**config.mk**
```make
export PLATFORM = sky130hd
export DESIGN_NAME = four_channel_pwm_generator
export DESIGN_NICKNAME = d
export VERILOG_FILES = /design/src/rtl/core/pwm4_pkg.sv /design/src/rtl/core/four_channel_pwm_generator.sv
export SDC_FILE = /design/constraint.sdc
export NUM_CORES = 2
export LEC_CHECK = 0
export ABC_AREA = 1
export BUFFER_PORTS_ARGS = -buffer_cell sky130_fd_sc_hd__buf_2
export CAP_MARGIN = 10
export CORE_ASPECT_RATIO = 1.25
export CORE_MARGIN = 2
export CORE_UTILIZATION = 30
export CTS_BUF_LIST = sky130_fd_sc_hd__clkbuf_2
export DETAILED_ROUTE_END_ITERATION = 7
export GPL_ROUTABILITY_DRIVEN = 0
export PLACE_DENSITY = 0.47
export RECOVER_POWER = 100
export SYNTH_ARGS = -nofsm -noshare
export SYNTH_HDL_FRONTEND = slang
export SYNTH_SLANG_ARGS = --single-unit
export TNS_END_PERCENT = 20
```
**constraint.sdc**
```tcl
create_clock -name clk -period 4.4 [get_ports clk]
set_clock_uncertainty 0.15 [all_clocks]
set_input_delay 0.22 -clock clk [delete_from_list [all_inputs] [get_ports clk]]
set_output_delay 0.22 -clock clk [all_outputs]
set_load 0.005 [all_outputs]
```
**src/rtl/core/pwm4_pkg.sv**
```systemverilog
// Shared types and constants for the four-channel PWM generator.
// No dependencies.
`timescale 1ns / 1ps

package pwm4_pkg;

  localparam int CHANNELS    = 4;
  localparam int CHAN_W      = 2;
  localparam int COUNT_WIDTH = 32;
  localparam int DATA_W      = 32;
  localparam int ADDR_W      = 5;
  localparam int OP_W        = 2;
  // Byte offset bit that selects the period register within a channel.
  localparam int PERIOD_BIT  = 2;
  // Lowest byte offset bit of the channel number (stride of 8).
  localparam int CHAN_LSB    = 3;

  typedef enum logic [OP_W-1:0] {
    OP_WRITE = 2'd0,
    OP_READ  = 2'd1,
    OP_TICK  = 2'd2
  } op_t;

  typedef logic [COUNT_WIDTH-1:0] count_t;

endpackage

```
**src/rtl/core/four_channel_pwm_generator.sv**
```systemverilog
// Top level of the PWM generator; uses pwm4_pkg.
// Throughput: 1 word per cycle while in_stall is low; the limiting path is the
// per-channel counter increment and compare against the active period.
// A result register plus a one-word skid take one more word while a result
// waits; input stalls while the skid is full, including the cycle it drains.
// Synchronous reset clears the counts, channel registers and valid flags to
// zero and sets the channel levels high; the output registers are not reset.
`timescale 1ns / 1ps

module four_channel_pwm_generator (
  input  logic                                 clk,
  input  logic                                 rst,
  input  logic                                 in_valid,
  output logic                                 in_stall,
  input  logic [pwm4_pkg::OP_W-1:0]            operation,
  input  logic [pwm4_pkg::ADDR_W-1:0]          address,
  input  logic [pwm4_pkg::DATA_W-1:0]          write_data,
  output logic                                 out_valid,
  input  logic                                 out_stall,
  output logic [pwm4_pkg::DATA_W-1:0]          read_data,
  output logic [pwm4_pkg::CHANNELS-1:0]        pwm_levels
);
  import pwm4_pkg::*;

  count_t prog_high [CHANNELS];
  count_t prog_period [CHANNELS];
  count_t act_high [CHANNELS];
  count_t act_period [CHANNELS];
  count_t counter [CHANNELS];
  logic [CHANNELS-1:0] levels;

  count_t prog_high_next [CHANNELS];
  count_t prog_period_next [CHANNELS];
  count_t act_high_next [CHANNELS];
  count_t act_period_next [CHANNELS];
  count_t counter_next [CHANNELS];
  logic [CHANNELS-1:0] levels_next;

  count_t tick_count [CHANNELS];
  logic [CHANNELS-1:0] tick_level;
  logic [CHANNELS-1:0] tick_load;

  logic [DATA_W-1:0] rd_word;
  logic [CHAN_W-1:0] chan;
  logic is_period;

  logic [DATA_W-1:0] skid_read_data;
  logic [CHANNELS-1:0] skid_levels;
  logic skid_valid;

  logic in_fire;
  logic out_free;

  assign in_stall = skid_valid;
  assign in_fire  = in_valid && !skid_valid;
  assign out_free = !out_valid || !out_stall;

  assign chan      = address[CHAN_LSB +: CHAN_W];
  assign is_period = address[PERIOD_BIT];

  // Per-channel tick: level, advanced count and end-of-period load.
  always_comb begin
    for (int c = 0; c < CHANNELS; c++) begin
      tick_count[c] = counter[c] + count_t'(1);
      if (act_period[c] == '0) begin
        tick_level[c] = 1'b1;
        tick_load[c]  = 1'b1;
      end else begin
        tick_level[c] = (counter[c] < act_high[c]);
        tick_load[c]  = (tick_count[c] >= act_period[c]);
      end
    end
  end

  always_comb begin
    prog_high_next   = prog_high;
    prog_period_next = prog_period;
    act_high_next    = act_high;
    act_period_next  = act_period;
    counter_next     = counter;
    levels_next      = levels;
    rd_word          = '0;
    if (in_fire) begin
      case (op_t'(operation))
        OP_WRITE: begin
          if (is_period) begin
            prog_period_next[chan] = write_data[COUNT_WIDTH-1:0];
          end else begin
            prog_high_next[chan] = write_data[COUNT_WIDTH-1:0];
          end
        end
        OP_READ: begin
          rd_word = is_period ? DATA_W'(prog_period[chan]) : DATA_W'(prog_high[chan]);
        end
        OP_TICK: begin
          levels_next = tick_level;
          for (int c = 0; c < CHANNELS; c++) begin
            if (tick_load[c]) begin
              act_high_next[c]   = prog_high[c];
              act_period_next[c] = prog_period[c];
              counter_next[c]    = '0;
            end else begin
              counter_next[c] = tick_count[c];
            end
          end
        end
        default: ;
      endcase
    end
  end

  always_ff @(posedge clk) begin
    if (rst) begin
      for (int c = 0; c < CHANNELS; c++) begin
        prog_high[c]   <= '0;
        prog_period[c] <= '0;
        act_high[c]    <= '0;
        act_period[c]  <= '0;
        counter[c]     <= '0;
      end
      levels <= '1;
    end else begin
      prog_high   <= prog_high_next;
      prog_period <= prog_period_next;
      act_high    <= act_high_next;
      act_period  <= act_period_next;
      counter     <= counter_next;
      levels      <= levels_next;
    end
  end

  // Result register with skid: park the new word in the skid while the
  // result register is stalled, and drain the skid first once it frees up.
  always_ff @(posedge clk) begin
    if (rst) begin
      out_valid  <= 1'b0;
      skid_valid <= 1'b0;
    end else begin
      if (out_free) begin
        if (skid_valid) begin
          out_valid  <= 1'b1;
          skid_valid <= 1'b0;
        end else begin
          out_valid <= in_fire;
        end
      end else if (in_fire) begin
        skid_valid <= 1'b1;
      end
    end
  end

  always_ff @(posedge clk) begin
    if (out_free) begin
      if (skid_valid) begin
        read_data  <= skid_read_data;
        pwm_levels <= skid_levels;
      end else if (in_fire) begin
        read_data  <= rd_word;
        pwm_levels <= levels_next;
      end
    end else if (in_fire) begin
      skid_read_data <= rd_word;
      skid_levels    <= levels_next;
    end
  end

endmodule

```
==> reports/qor.yml <==
synthesis:
  synth_flop_cell: "dfxtp_1"
  synth.avg_cell_area_um2: 7.032
  yosysSeqAreaShare: 0.3796
  synth_area_um2: 39760
  yosys_warnings: 0
  synthCells: 5654
  ys_seq_elements: 718
  postSynth.asyncResetShare: 0
  synth_cell_types: 39
  synth_fp_nets: 5953
  synth-edff-count: 72
clock_tree:
  cts_inserted_buffers: 188
  cts-htree-levels: 4
  clk_pin_slew_ns: 0.11
  clk_path_buf_depth: 3
  clk_latency_ns: 1.64
  postCtsSetupRepairBufs: 0
  cts_tree: "built"
  cts_root_buf: "clkbuf_2"
  cts.sinks: 718
drt:
  post_drt_wl_per_cell_um: 19.54
  drtIter0Drc: 3024
  ant_nets: 0
  vias: 37455
  viasPerCell: 4.896
  first_pass_iters: 5
  drc: 0
  drt-total-wl_um: 149500
sta:
  hold_violations: 0
  fin_crit_ns: 4.143
  tightest_slew_ns: 2.004
  timing.fmax_ghz: 0.2414
  final-setup-viol-count: 0
  rsz0062_at_grt: "no"
  drv_slew: 505
  period_share: 0.9416
  hold_slack_ns: 0.2307
  setup_tns_ns: 0
  slew_headroom: -0.3372
setup_path:
  cp.arrival_ns: 5.54
  cp_num_buf_inv: 9
  end_kind: "flop"
  cp_cell_sequence: "dlygate4sd3_1 -> clkbuf_1 -> dlygate4sd3_1 -> nor2_4 -> dlygate4sd3_1 -> inv_2 -> nor2_1 -> dlygate4sd3_1 -> inv_4 -> o21ai_0 -> dlygate4sd3_1 -> a21oi_1 -> dlygate4sd3_1"
  r2r-start: "in_stall"
  crit_path_max_fanout: 64
  slowest_stage: "dlygate4sd3_1"
  reg2reg_to: "prog_high[50]"
  crit_type: "in2reg"
  crit_path_start_kind: "primary input"
  reg2regPathDepth: 9
  crit_top_cell: "dlygate4sd3_1"
  path_delay_family: "buffers and inverters"
  max_stage_delay_ns: 0.76
  cp_data_required_time_ns: 5.80
  r2r_slack_ns: 0.32
final_layout:
  final_core_util: 0.3347
  drive_above_1_share: 0.08575
  area_growth_syn_to_layout_pct: 10.97
  fill_cells: 14459
  ff_latch_area_um2: 15090
  multiInputGateArea_um2: 20270
  fin_nets: 6056
grt:
  globalRoute.totalOverflow: 0
  grt_antenna_before_repair: 15
  grt.total_usage: 0.2172
  first_global_vias: 35465
  grt_start_max_net_pins: 170
  grt_pass1_wl_um: 224100
worst_hold_path:
  hold_end: "prog_period[35]"
  hold_path_class: "in2reg"
  min_path_cells: 5
  holdCritStartpoint: "write_data[3]"
power:
  p_per_area_nw_per_um2: 657.0
  p_leak_nw: 17.45
  ir_drop_mv: 1.020
  power_mw: 28.98
flow_run:
  cap_viol_max_count: 9
floorplanning:
  die_area_um2: 135500
  die_h_um: 411.0
  die_w_um: 329.6
  rows: 149
  initial_core_util: 0.3017
  io_pins: 81
  core-area_um2: 131800
placement:
  dpl.hpwl_um: 107800
  io_buffers: 78
outcome:
  status: "finished, violations left"
  violations: "capacitance limit, slew limit"
cells by family (layout without fill, tap and decap cells):
group / count (synthesis) / count (layout) / share of synthesized area
flops: 718 / 718 / 0.3796
compound gates: 1229 / 1229 / 0.1608
xor+xnor: 77 / 77 / 0.01809
other cells: 0 / 13 / 0
simple gates: 2346 / 2346 / 0.2508
fa+ha+maj: 256 / 256 / 0.08056
buf+inv: 1028 / 1275 / 0.1100
layer usage:
layer	track usage	wire [um]	vias up
met5	0	80	-
met4	0.1079	8215	14
met3	0.03557	6719	283
met2	0.3567	69310	880
met1	0.2745	65170	17365
li1	-	-	18913
per-stage QoR:
stage	cell area, um^2	setup WS, ns	instances
2_1_floorplan	39760	1.251	5654
3_3_place_gp	41250	0.7470	7197
3_5_place_dp	41250	0.7393	7197
4_1_cts	44230	0.3368	7637
5_1_grt	44110	0.1249	7645
6_report	44120	0.2571	7650
state kept, by name, indices dropped and copies added, names as in the netlist, 32 cells and up:
register        count
act_high          128
act_period        128
counter           128
prog_high         128
prog_period       128
read_data          32
skid_read_data     32
worst reg2reg max path, delay by kind of cell (launching register included):
| family | cells | cell delay [ns] |
|---|---|---|
| flops | 1 | 0.37 |
| compound gates | 2 | 0.33 |
| simple gates | 3 | 0.31 |
| buf+inv | 4 | 2.86 |
placed cells by master (no fill, tap or decap), drive strengths merged, types with 8 or more instances in the layout:
master,count
clkbuf,307
a21o,11
nand3,328
buf,108
ha,256
a31oi,10
inv,698
diode,13
nand4,162
xnor2,33
nor3,20
o21ai,332
clkinv,47
nand3b,8
dlygate4sd3,104
o2111ai,26
a21oi,786
nor2,607
bufinv,10
o22ai,52
edfxtp,72
dfxtp,646
xor2,44
o21bai,10
nand2,1209
worst max-delay path by stage:
stage,startpoint,endpoint,slack [ns],cells after the start
6_report,address[4],prog_high[109],0.26,13
5_1_grt,counter[65],counter[88],0.12,19
4_1_cts,address[4],prog_high[109],0.34,13
3_5_place_dp,counter[65],act_high[67],0.74,18
3_3_place_gp,counter[0],act_high[17],0.75,19
2_1_floorplan,in_stall,pwm_levels[0],1.25,3
final cells by class:
class,count,area share
repair buffers,240,0.04574
clock buffers,279,0.03165
inverters,701,0.05995
clock inverters,55,0.01123
diodes,13,0.0007373
well taps,1736,0.04923
flip-flops and latches,718,0.3421
multi-input cells,3908,0.4593
synthesized netlist by cell type (all sizes together), types with 44 or more instances:
cell	count	area [um^2]
edfxtp	72	2162
nand4	162	1013
clkbuf	169	634.4
o21ai	332	1662
dfxtp	646	12930
nand3	328	1667
o22ai	52	325.3
xor2	44	400.4
nor2	607	2446
a21oi	786	3934
buf	158	1110
inv	696	2613
ha	256	3203
nand2	1209	4586
power by group:
group / switching (mW) / internal, mW / total (mW)
Clock: 3.09 / 2.29 / 5.38
Combinational: 11.4 / 4.12 / 15.5
Sequential: 0.652 / 7.47 / 8.12
repair_timing:
| item | CTS | global route |
|---|---|---|
| endpoints found under the hold margin | 788 | 0 |
| hold buffers | 106 | 0 |
| endpoints found under the setup margin | 0 | 1 |
| gates resized for setup | 0 | 2 |
Note: power is estimated with default switching activity, not from simulation.
